<file path="config.mk">
export PLATFORM = sky130hd
export DESIGN_NAME = ipv4_tcp_header_builder_flat
export DESIGN_NICKNAME = d
export VERILOG_FILES = /design/src/sv/ithb_pkg.sv /design/src/sv/ithb_if.sv /design/src/sv/ipv4_tcp_header_builder.sv /design/src/flat_wrapper.sv
export VERILOG_INCLUDE_DIRS = /design/src /design/src/sv
export SDC_FILE = /design/constraint.sdc
export NUM_CORES = 1
export LEC_CHECK = 0
export ABC_AREA = 1
export ABC_CLOCK_PERIOD_IN_PS = 11800
export BUFFER_PORTS_ARGS = -buffer_cell sky130_fd_sc_hd__buf_2
export CAP_MARGIN = 20
export CORE_UTILIZATION = 45
export DETAILED_ROUTE_END_ITERATION = 10
export SYNTH_ARGS = -nofsm -noshare
export SYNTH_HDL_FRONTEND = slang
export SYNTH_SLANG_ARGS = --single-unit
</file>
<file path="constraint.sdc">
create_clock -name clk_i -period 11.8 [get_ports clk_i]
set_input_delay 1.18 -clock clk_i [delete_from_list [all_inputs] [get_ports clk_i]]
set_output_delay 1.18 -clock clk_i [all_outputs]
set_load 0.05 [all_outputs]
</file>
<file path="src/sv/ipv4_tcp_header_builder_macros.svh">
`ifndef IPV4_TCP_HEADER_BUILDER_MACROS_SVH
`define IPV4_TCP_HEADER_BUILDER_MACROS_SVH

// Same-cycle implication, sampled on clk_i, off during reset.
`define ITHB_ASSERT_IMP(label, ante, cons, msg) \
  label: assert property (@(posedge clk_i) disable iff (!rst_ni) (ante) |-> (cons)) \
    else $error(msg);

// Next-cycle implication, sampled on clk_i, off during reset.
`define ITHB_ASSERT_NXT(label, ante, cons, msg) \
  label: assert property (@(posedge clk_i) disable iff (!rst_ni) (ante) |=> (cons)) \
    else $error(msg);

`endif

</file>
<file path="src/sv/ithb_pkg.sv">
package ithb_pkg;

  localparam int unsigned HdrWords  = 10;
  localparam int unsigned WordIdxW  = 4;
  localparam int unsigned CfgIdxW   = 4;
  localparam int unsigned CfgDataW  = 32;

  localparam logic [WordIdxW-1:0] LastIdx = WordIdxW'(HdrWords - 1);

  localparam logic [7:0]  IpVerIhl   = 8'h45;
  localparam logic [7:0]  IpTtl      = 8'd250;
  localparam logic [7:0]  IpProtoTcp = 8'd6;
  localparam logic [3:0]  TcpOffset  = 4'd5;
  localparam logic [15:0] TcpWindow  = 16'd32120;
  localparam logic [15:0] TcpHdrLen  = 16'd20;
  localparam logic [15:0] HdrBytes   = 16'd40;

  typedef enum logic [CfgIdxW-1:0] {
    CfgSrcAddr  = 4'd0,
    CfgDstAddr  = 4'd1,
    CfgSrcPort  = 4'd2,
    CfgDstPort  = 4'd3,
    CfgStartSeq = 4'd4,
    CfgAckNum   = 4'd5,
    CfgFlags    = 4'd6,
    CfgUseAnn   = 4'd7
  } cfg_reg_e;

  typedef logic [31:0] word_t;

  // end-around carry fold and complement
  function automatic logic [15:0] csum_fold(input logic [19:0] acc);
    logic [16:0] s1;
    logic [15:0] s2;
    s1 = 17'(acc[15:0]) + 17'(acc[19:16]);
    s2 = s1[15:0] + 16'(s1[16]);
    return ~s2;
  endfunction

endpackage

</file>
<file path="src/sv/ithb_if.sv">
interface ithb_in_if;
  logic        valid;
  logic        ready;
  logic [15:0] payload_length;
  logic [31:0] annotated_dest;

  modport source (output valid, output payload_length, output annotated_dest, input ready);
  modport sink (input valid, input payload_length, input annotated_dest, output ready);
endinterface

interface ithb_out_if;
  logic        valid;
  logic        ready;
  logic [31:0] header_word;
  logic [3:0]  word_index;
  logic        last_word;

  modport source (output valid, output header_word, output word_index, output last_word,
                  input ready);
  modport sink (input valid, input header_word, input word_index, input last_word,
                output ready);
endinterface

interface ithb_cfg_if;
  logic        valid;
  logic        ready;
  logic [3:0]  index;
  logic [31:0] data;

  modport source (output valid, output index, output data, input ready);
  modport sink (input valid, input index, input data, output ready);
endinterface

</file>
<file path="src/sv/ipv4_tcp_header_builder.sv">
// Builds a 40-byte IPv4 + TCP header for each packet transaction on in_i and
// streams it on out_o as ten 32-bit big-endian words, word_index 0..9, with
// last_word on word 9. The output channel moves one word per cycle while
// out_o.ready is high; the next packet is taken into an input register while
// the current header streams, and its header is computed and loaded in the
// cycle the last word leaves. An accepted packet goes into the input register
// and from there into the word registers. The IP identification starts
// at 0 and counts packets; the TCP sequence starts at start_sequence (loaded
// on each write of it) and advances by payload_length per packet. The cfg_i
// port is always ready; write it only while no packet is in flight.
module ipv4_tcp_header_builder
  import ithb_pkg::*;
(
  input  logic       clk_i,
  input  logic       rst_ni,
  ithb_cfg_if.sink   cfg_i,
  ithb_in_if.sink    in_i,
  ithb_out_if.source out_o
);

`include "ipv4_tcp_header_builder_macros.svh"

  logic [31:0] src_addr_q, dst_addr_q, ack_q;
  logic [15:0] src_port_q, dst_port_q;
  logic [7:0]  flags_q;
  logic        use_ann_q;

  logic [15:0] ident_q;
  logic [31:0] seq_q;

  logic        in_valid_q;
  logic [15:0] len_q;
  logic [31:0] ann_q;

  logic                busy_q;
  logic [WordIdxW-1:0] cnt_q;
  word_t               words_q [HdrWords];

  logic        load;
  logic        out_hs;
  logic        out_last;
  logic [31:0] dst;
  logic [15:0] total;
  logic [19:0] ip_acc, tcp_acc;
  logic [15:0] ip_csum, tcp_csum;
  word_t       words_d [HdrWords];

  assign cfg_i.ready = 1'b1;

  assign out_last = (cnt_q == LastIdx);
  assign out_hs   = busy_q && out_o.ready;
  assign load     = in_valid_q && (!busy_q || (out_hs && out_last));
  assign in_i.ready = !in_valid_q || load;

  assign out_o.valid       = busy_q;
  assign out_o.header_word = words_q[0];
  assign out_o.word_index  = cnt_q;
  assign out_o.last_word   = out_last;

  always_comb begin
    dst   = use_ann_q ? ann_q : dst_addr_q;
    total = len_q + HdrBytes;

    ip_acc = 20'({IpVerIhl, 8'h00}) + 20'(total) + 20'(ident_q)
           + 20'({IpTtl, IpProtoTcp})
           + 20'(src_addr_q[31:16]) + 20'(src_addr_q[15:0])
           + 20'(dst[31:16]) + 20'(dst[15:0]);
    ip_csum = csum_fold(ip_acc);

    tcp_acc = 20'(src_port_q) + 20'(dst_port_q)
            + 20'(seq_q[31:16]) + 20'(seq_q[15:0])
            + 20'(ack_q[31:16]) + 20'(ack_q[15:0])
            + 20'({TcpOffset, 4'h0, flags_q}) + 20'(TcpWindow)
            + 20'(src_addr_q[31:16]) + 20'(src_addr_q[15:0])
            + 20'(dst[31:16]) + 20'(dst[15:0])
            + 20'(IpProtoTcp) + 20'(TcpHdrLen);
    tcp_csum = csum_fold(tcp_acc);

    words_d[0] = {IpVerIhl, 8'h00, total};
    words_d[1] = {ident_q, 16'h0000};
    words_d[2] = {IpTtl, IpProtoTcp, ip_csum};
    words_d[3] = src_addr_q;
    words_d[4] = dst;
    words_d[5] = {src_port_q, dst_port_q};
    words_d[6] = seq_q;
    words_d[7] = ack_q;
    words_d[8] = {TcpOffset, 4'h0, flags_q, TcpWindow};
    words_d[9] = {tcp_csum, 16'h0000};
  end

  always_ff @(posedge clk_i or negedge rst_ni) begin
    if (!rst_ni) begin
      src_addr_q <= '0;
      dst_addr_q <= '0;
      src_port_q <= '0;
      dst_port_q <= '0;
      ack_q      <= '0;
      flags_q    <= '0;
      use_ann_q  <= 1'b0;
      ident_q    <= '0;
      seq_q      <= '0;
    end else begin
      if (cfg_i.valid) begin
        unique case (cfg_reg_e'(cfg_i.index))
          CfgSrcAddr:  src_addr_q <= cfg_i.data;
          CfgDstAddr:  dst_addr_q <= cfg_i.data;
          CfgSrcPort:  src_port_q <= cfg_i.data[15:0];
          CfgDstPort:  dst_port_q <= cfg_i.data[15:0];
          CfgStartSeq: seq_q      <= cfg_i.data;
          CfgAckNum:   ack_q      <= cfg_i.data;
          CfgFlags:    flags_q    <= cfg_i.data[7:0];
          CfgUseAnn:   use_ann_q  <= cfg_i.data[0];
          default: ;
        endcase
      end else if (load) begin
        ident_q <= ident_q + 16'd1;
        seq_q   <= seq_q + 32'(len_q);
      end
    end
  end

  always_ff @(posedge clk_i or negedge rst_ni) begin
    if (!rst_ni) begin
      in_valid_q <= 1'b0;
      busy_q     <= 1'b0;
      cnt_q      <= '0;
    end else begin
      if (in_i.valid && in_i.ready) begin
        in_valid_q <= 1'b1;
      end else if (load) begin
        in_valid_q <= 1'b0;
      end
      if (load) begin
        busy_q <= 1'b1;
        cnt_q  <= '0;
      end else if (out_hs) begin
        if (out_last) begin
          busy_q <= 1'b0;
        end
        cnt_q <= cnt_q + WordIdxW'(1);
      end
    end
  end

  always_ff @(posedge clk_i) begin
    if (in_i.valid && in_i.ready) begin
      len_q <= in_i.payload_length;
      ann_q <= in_i.annotated_dest;
    end
  end

  always_ff @(posedge clk_i) begin
    if (load) begin
      words_q <= words_d;
    end else if (out_hs) begin
      for (int i = 0; i < HdrWords - 1; i++) begin
        words_q[i] <= words_q[i+1];
      end
    end
  end

  `ITHB_ASSERT_NXT(a_load_starts, load, busy_q && (cnt_q == '0), "load did not start a header")
  `ITHB_ASSERT_IMP(a_cnt_range, busy_q, cnt_q <= LastIdx, "word counter out of range")
  `ITHB_ASSERT_IMP(a_no_idle_stall, in_valid_q && !busy_q, load, "pending packet not loaded")
  `ITHB_ASSERT_NXT(a_ident_step, load && !cfg_i.valid, ident_q == $past(ident_q) + 16'd1,
    "ident did not advance")
  `ITHB_ASSERT_NXT(a_seq_step, load && !cfg_i.valid, seq_q == $past(seq_q + 32'(len_q)),
    "sequence did not advance by payload length")

endmodule

</file>
<file path="src/flat_wrapper.sv">
// flat-port wrapper written by rule: the top's interface ports become plain ports
module ipv4_tcp_header_builder_flat import ithb_pkg::*;
  (clk_i, rst_ni, cfg_i_valid, cfg_i_index, cfg_i_data, cfg_i_ready, in_i_valid, in_i_payload_length, in_i_annotated_dest, in_i_ready, out_o_valid, out_o_header_word, out_o_word_index, out_o_last_word, out_o_ready);
  ithb_cfg_if cfg_i_i ();
  ithb_in_if in_i_i ();
  ithb_out_if out_o_i ();
  input  logic clk_i;
  input  logic rst_ni;
  input wire logic [$bits(cfg_i_i.valid)-1:0] cfg_i_valid;
  input wire logic [$bits(cfg_i_i.index)-1:0] cfg_i_index;
  input wire logic [$bits(cfg_i_i.data)-1:0] cfg_i_data;
  output wire logic [$bits(cfg_i_i.ready)-1:0] cfg_i_ready;
  input wire logic [$bits(in_i_i.valid)-1:0] in_i_valid;
  input wire logic [$bits(in_i_i.payload_length)-1:0] in_i_payload_length;
  input wire logic [$bits(in_i_i.annotated_dest)-1:0] in_i_annotated_dest;
  output wire logic [$bits(in_i_i.ready)-1:0] in_i_ready;
  output wire logic [$bits(out_o_i.valid)-1:0] out_o_valid;
  output wire logic [$bits(out_o_i.header_word)-1:0] out_o_header_word;
  output wire logic [$bits(out_o_i.word_index)-1:0] out_o_word_index;
  output wire logic [$bits(out_o_i.last_word)-1:0] out_o_last_word;
  input wire logic [$bits(out_o_i.ready)-1:0] out_o_ready;
  assign cfg_i_i.valid = cfg_i_valid;
  assign cfg_i_i.index = cfg_i_index;
  assign cfg_i_i.data = cfg_i_data;
  assign cfg_i_ready = cfg_i_i.ready;
  assign in_i_i.valid = in_i_valid;
  assign in_i_i.payload_length = in_i_payload_length;
  assign in_i_i.annotated_dest = in_i_annotated_dest;
  assign in_i_ready = in_i_i.ready;
  assign out_o_valid = out_o_i.valid;
  assign out_o_header_word = out_o_i.header_word;
  assign out_o_word_index = out_o_i.word_index;
  assign out_o_last_word = out_o_i.last_word;
  assign out_o_i.ready = out_o_ready;
  ipv4_tcp_header_builder u_core (.clk_i(clk_i), .rst_ni(rst_ni), .cfg_i(cfg_i_i), .in_i(in_i_i), .out_o(out_o_i));
endmodule
</file>
# Word level (Yosys, flattened, before mapping)

Index checks and enable logic that the tools add are counted.

Register bits: 537
Input bits: 89
Output and inout bits: 40
Word-level logic and storage cells: 104

$add $sub $neg: 28
Eq/ne operators: 9
Multiplexer cells: 13
Bitwise operators: 3
Reductions and logical operators: 23

Operators by type and width:

| cell                                                | count |
|---|---|
| two-way mux 272 bit                                 | 2 |
| adder 20 x 16 -> 20 bit                             | 13 |
| two-way mux 32 bit                                  | 4 |
| adder 16 x 4 -> 17 bit                              | 2 |
| adder 16 x 1 -> 16 bit                              | 2 |
| adder 32 x 16 -> 32 bit                             | 1 |
| NOT 16 bit                                          | 2 |
| adder 20 x 15 -> 20 bit                             | 1 |
| adder 20 x 15 -> 20 bit, second input constant      | 1 |
| adder 20 x 16 -> 20 bit, second input constant      | 1 |
| adder 20 x 3 -> 20 bit, second input constant       | 1 |
| adder 20 x 5 -> 20 bit, second input constant       | 1 |
| AND reduction 2 bit                                 | 10 |
| adder 15 x 16 -> 17 bit, first input constant       | 1 |
| adder 16 x 16 -> 17 bit                             | 1 |
| adder 16 x 1 -> 16 bit, second input constant       | 1 |
| adder 16 x 6 -> 16 bit, second input constant       | 1 |
| equality test 4 x 3 -> 1 bit, second input constant | 4 |
| equality test 4 x 2 -> 1 bit, second input constant | 2 |
| two-way mux 4 bit                                   | 2 |
| nonzero test 2 bit                                  | 4 |
| two-way mux 1 bit                                   | 5 |
| adder 4 x 1 -> 4 bit, second input constant         | 1 |
| equality test 4 x 1 -> 1 bit, second input constant | 1 |
| other kinds (7)                                     | 12 |

# Depth between registers and ports, before layout

Depth after elaboration: 16
Mapped depth: 56
Mapped depth without buffers: 56

# Worst setup path after synthesis

OpenSTA, ideal clock, no wires.

Kind: register to register
Start: reg u_core.busy_q, in the netlist u_core.out_o.valid
End: reg u_core.cnt_q[3], in the netlist u_core.out_o.word_index[3]
Library setup time: 0.081 ns
Data arrival time: 11.557 ns
Data required time: 11.719 ns
Setup slack: 0.163 ns
Stages on the path, launching flop included: 5
Buffers on the path: 0
Period minus slack after synthesis: 11.637 ns
Cell sequence: dfrtp_1 -> o21ai_1 -> nand4_1 -> xor2_1 -> nor2_1

Longest elaborated chain between the ends: 5
Elaborated cells between the ends (all ways): 7
Those cells by class: mux (1); reduce/logical (6)

Ends and longest elaborated chain:

| item                                                    | line                           | text |
|---|---|---|
| start, declared                                         | ipv4_tcp_header_builder.sv:35  | `logic busy_q;` |
| start signal, assigned                                  | ipv4_tcp_header_builder.sv:125 | `busy_q <= 1'b0;` |
| start signal, assigned                                  | ipv4_tcp_header_builder.sv:134 | `busy_q <= 1'b1;` |
| start signal, assigned                                  | ipv4_tcp_header_builder.sv:138 | `busy_q <= 1'b0;` |
| logical AND 1 bit                                       | ipv4_tcp_header_builder.sv:51  | `assign out_hs = busy_q && out_o.ready;` |
| logical AND 1 bit                                       | ipv4_tcp_header_builder.sv:52  | `assign load = in_valid_q && (!busy_q \|\| (out_hs && out_last));` |
| logical OR 1 bit                                        | ipv4_tcp_header_builder.sv:52  |  |
| logical AND 1 bit                                       | ipv4_tcp_header_builder.sv:52  |  |
| two-way mux 4 bit or nonzero test 2 bit (tied branches) | n/a                            |  |
| end signal, assigned                                    | ipv4_tcp_header_builder.sv:140 | `cnt_q <= cnt_q + WordIdxW'(1);` |
| end, declared                                           | ipv4_tcp_header_builder.sv:36  | `logic [WordIdxW-1:0] cnt_q;` |

Parallel ways exist; a longest one is shown, timed or not.
A chain may end at the register's enable or synchronous reset.

# Worst setup path in the final report

Start: reg u_core.dst_port_q[0]
End: reg u_core.words_q[30] in the netlist's numbering (data pin)

Longest elaborated chain between the ends: 16

Ends and longest elaborated chain:

| item                                  | line                           | text |
|---|---|---|
| start, declared                       | ipv4_tcp_header_builder.sv:24  | `logic [15:0] src_port_q, dst_port_q;` |
| start signal, assigned                | ipv4_tcp_header_builder.sv:108 | `CfgDstPort: dst_port_q <= cfg_i.data[15:0];` |
| adder 16 x 16 -> 17 bit               | ipv4_tcp_header_builder.sv:70  | `tcp_acc = 20'(src_port_q) + 20'(dst_port_q)` |
| adder 20 x 16 -> 20 bit (2 in series) | ipv4_tcp_header_builder.sv:71  | `+ 20'(seq_q[31:16]) + 20'(seq_q[15:0])` |
| adder 20 x 16 -> 20 bit (2 in series) | ipv4_tcp_header_builder.sv:72  | `+ 20'(ack_q[31:16]) + 20'(ack_q[15:0])` |
| adder 20 x 15 -> 20 bit (2 in series) | ipv4_tcp_header_builder.sv:73  | `+ 20'({TcpOffset, 4'h0, flags_q}) + 20'(TcpWindow)` |
| adder 20 x 16 -> 20 bit (2 in series) | ipv4_tcp_header_builder.sv:74  | `+ 20'(src_addr_q[31:16]) + 20'(src_addr_q[15:0])` |
| adder 20 x 16 -> 20 bit (2 in series) | ipv4_tcp_header_builder.sv:75  | `+ 20'(dst[31:16]) + 20'(dst[15:0])` |
| adder 20 x 3 -> 20 bit                | ipv4_tcp_header_builder.sv:76  | `+ 20'(IpProtoTcp) + 20'(TcpHdrLen);` |
| adder 20 x 5 -> 20 bit                | ipv4_tcp_header_builder.sv:76  |  |
| adder 16 x 4 -> 17 bit                | ithb_pkg.sv:35                 | `s1 = 17'(acc[15:0]) + 17'(acc[19:16]);` |
| adder 16 x 1 -> 16 bit                | ithb_pkg.sv:36                 | `s2 = s1[15:0] + 16'(s1[16]);` |
| NOT 16 bit                            | ithb_pkg.sv:37                 | `return ~s2;` |
| named net u_core.tcp_csum[14]         | ipv4_tcp_header_builder.sv:45  | `logic [15:0] ip_csum, tcp_csum;` |
| end signal, assigned                  | ipv4_tcp_header_builder.sv:154 | `words_q <= words_d;` |
| end signal, assigned by index         | ipv4_tcp_header_builder.sv:157 | `words_q[i] <= words_q[i+1];` |
| end, declared                         | ipv4_tcp_header_builder.sv:37  | `word_t words_q [HdrWords];` |

The timed path passes the listed nets, and every way through them passes these cells.

==> results <==
- The insertion delay to the later sink of the worst-skew pair is 0.63 ns.
- The first-iteration detailed-routing DRC count is 2370.
- 129 I/O pins were placed.
- The via count is 23734.
- At the pin with the least slew margin, the transition time is 1.037 ns.
- Detailed placement finished with a half-perimeter wire length of 71710 um.
- Buffers inserted to repair hold after CTS numbered 0.
- The wire length of the first global-routing pass is 144100 um.
- The number of antenna diodes in the final layout is 0.
- For this block, the routed nets add up to 95810 um of wire.
- The largest total area in the synthesized netlist belongs to sky130_fd_sc_hd__edfxtp_1.
- The slowest stage of the critical path belongs to the cell sky130_fd_sc_hd__fa_1.
- In the synthesized netlist, the number of instances is 3386.
- Measured against its own limit, the worst slew margin works out to 30.15%.
- The count of endpoints failing setup in the final report is 0.
- The worst hold slack is 0.4562 ns.
- Once the floorplan was initialized, standard cells occupied 45.77% of the core.
- Together, buffers and inverters on the worst path number 6.
- Setup repair after global routing left no endpoint under its margin.
- The start-to-end type of the worst setup path is reg2reg.
- Global routing finished with a remaining overflow of 0.
- The first detailed-routing pass ran for 7 iterations.
- Entering global routing, the biggest net connects 156 pins.
- The post-synthesis sequential area ratio is 45.32%.
- The setup slack at placement is 1.410 ns.
- The post-synthesis to final-layout area growth is 10.69%.
- The dominant synthesized flop cell is sky130_fd_sc_hd__edfxtp_1.
- The number of different library cells in the post-synthesis netlist is 59.
- The final sum of negative setup slack is 0 ns.
- The placement row count is 96.
- At the end of routability-driven placement, the weighted congestion stood at 0.9656.
- The family of cells with the greatest summed delay on the critical path is adder cells.
- The number of violations of the max-capacitance limit is 0.
- The capturing element type of the critical path is a flop.
- In the synthesized netlist, the cells that appear most often are sky130_fd_sc_hd__nand2_1 (744), sky130_fd_sc_hd__inv_1 (455), sky130_fd_sc_hd__o21ai_0 (418).
- The delay of the slowest cell on the worst path is 0.55 ns.
- The number of buffers added by the clock tree synthesis step is 59.
- The data arrival time of the critical path is 10.84 ns.
- The overall fraction of global-route tracks in use is 27.48%.
- The most frequent cell on the critical path is sky130_fd_sc_hd__nand2_1.
- A synthesized cell averages 9.337 um^2.
- The layout has 6399 filler cells.
- The flow ran to the end, and the final reports show no timing, DRC or antenna violations.
- The die footprint is 71320 um^2.
- The start point of the worst min-delay path is u_core.words_q[46].
- Setup slack closes at 1.359 ns.
- The floorplan step set the die height to 267.1 um.
- The number of slew-limit violations in the final report was 0.
- The number of nets in the layout is 3841.
- The classification of the worst-slack hold path is reg2reg.
- Clock-pin slew was measured on the worst setup and hold paths at 0.06 ns.
- The area share of the leading cell type in the synthesized netlist is 26.60%.
- The slack of the worst reg-to-reg path is 1.36 ns.
- After synthesis, the cell types taking the most area are sky130_fd_sc_hd__edfxtp_1 (27%), sky130_fd_sc_hd__dfrtp_1 (15%), sky130_fd_sc_hd__fa_1 (12%).
- Of the cells placed in the final design, the portion with a size suffix greater than 1 is 9.378%.
- The count of port buffers added during placement is 127.
- Counting along the longest clock path gives a buffer depth of 3.
- The source of the critical timing path is u_core.dst_port_q[0].
- The root buffer selected by CTS is sky130_fd_sc_hd__clkbuf_16.
- The post-route antenna net violation count is 0.
- The post-synth net total is 3790.
- The depth of the most critical reg-to-reg path is 53.
- The number of warning messages in the yosys log is 0.
- The worst path required time is 12.20 ns.
- The endpoint identified for the worst register-to-register timing path is u_core.words_q[30].
- In the finished design, the share of the clock period the worst path needs comes to 88.49%.
- The initial antenna violation count was 1.
- The post-synthesis sequential element count is 528.
- The via count of the first global-routing pass came to 22952.
- TritonCTS built the clock tree.
- The reg-to-reg critical path startpoint is u_core.dst_port_q[0].
- For hold timing, the worst endpoint is u_core.words_q[46].
- The tree built by TritonCTS fans out to 528 sinks.
- STA classifies the critical path startpoint as a flop.
- In the routed design, unresolved DRC markers number 0.
- The post-route clock skew is 0.01831 ns.
- Counting flops with a built-in enable in the synthesized netlist gives 280.
- The die is 267.1 um wide.
- The maximum level of the CTS H-tree is 2.
- In this run the worst path has a maximum fanout of 4.
- The number of gates resized after cts is 0.
- Derived from the worst setup path, the maximum achievable clock frequency is 0.09577 GHz.
- Buffers added to address setup during post-CTS repair amount to 0.
- The core area is 69070 um^2.
- After detailed routing, the number of vias per cell comes to 5.372.
- Counting flops with an async set or reset pin after synthesis yields a share of 36.17%.
- The instance count along the most critical hold path is 2.
- The wire length per cell after detailed routing is 21.69 um.
- The final hold violation count is 0.
- The synthesized netlist occupies a cell area of 31610 um^2.
- The cell with the most instances after synthesis is sky130_fd_sc_hd__nand2_1.
- The clock period minus final worst setup slack is 10.44 ns.
==> final cells by class <==
| type | instances | area, um^2 | share of cell area (%) |
|---|---|---|---|
| inverters | 465 | 1762 | 5.034 |
| repair buffers | 154 | 872.1 | 2.492 |
| well taps | 931 | 1165 | 3.329 |
| flip-flops and latches | 528 | 14330 | 40.95 |
| clock inverters | 25 | 315.3 | 0.9010 |
| multi-input cells | 2229 | 14800 | 42.29 |
| clock buffers | 86 | 1750 | 5.002 |
==> registers in the layout, summed over array words and instances, names as in the netlist, 16 cells and up <==
| register | flops |
|---|---|
| u_core.ann_q | 32 |
| u_core.dst_port_q | 16 |
| u_core.ack_q | 32 |
| u_core.dst_addr_q | 32 |
| u_core.out_o.header_word | 32 |
| u_core.src_addr_q | 32 |
| u_core.words_q | 257 |
| u_core.seq_q | 32 |
| u_core.ident_q | 16 |
| u_core.src_port_q | 16 |
| u_core.len_q | 16 |
==> routing by layer <==
layer  vias to the layer above  global-route usage (%)  share of wire, %
li1                      11182                       -                 -
met1                     11534                   39.85                44
met2                       878                   42.38                45
met3                       140                   4.110               7.6
met4                         0                   8.683               3.2
met5                         -                       0                 0
==> tightest hold or removal path: cells and delay by family, from the launching register on <==
kind	cells	cell delay, ns
flops	1	0.31
simple gates	2	0.10
==> layout by cell type (no fill, tap or decap), drive strengths merged, types with 3 or more instances in the layout <==
master / count
nand2: 754
a21o: 4
o21ai: 427
o211ai: 12
nand3b: 5
o21bai: 7
inv: 465
edfxtp: 280
buf: 153
ha: 130
nor3: 20
mux2i: 19
nand3: 241
nor4: 6
nor2: 121
fa: 185
nand4: 35
xor2: 70
clkinv: 15
dfrtp: 191
clkinvlp: 4
dfxtp: 57
xnor2: 21
a21oi: 136
or2: 9
o21a: 3
bufinv: 6
a31oi: 10
clkbuf: 87
==> worst max path at each step <==
| stage | to | slack (ns) | cells past startpoint |
|---|---|---|---|
| 2_1_floorplan | u_core.out_o.word_index[3] | 0.16 | 4 |
| 3_3_place_gp | u_core.words_q[30] | 1.55 | 53 |
| 3_5_place_dp | u_core.words_q[30] | 1.41 | 53 |
| 4_1_cts | u_core.words_q[30] | 1.37 | 53 |
| 5_1_grt | u_core.words_q[30] | 0.55 | 53 |
| 6_report | u_core.words_q[30] | 1.36 | 53 |
==> logic make-up after synthesis <==
| family | share of synthesized area [%] |
|---|---|
| DFF | 45.32 |
| AOI/OAI and AO/OA | 10.15 |
| buffers and inverters | 7.935 |
| muxes | 0.6016 |
| other | 0.01186 |
| adders and majority gates | 16.86 |
| and+or+nand+nor | 16.49 |
| xor gates and xnor gates | 2.628 |
==> through the flow <==
stage	utilization (%)	instances	instance area (um^2)
CTS	50.67	4418	34990
finish	50.67	4418	34990
detailed placement	47.68	4307	32930
global route	50.67	4418	34990
floorplan	-	3386	31610
global placement	47.68	4307	32930
Power is left out: the tool's default activity adds up to more than one toggle a clock period on the data nets, which glitch-free logic cannot reach.
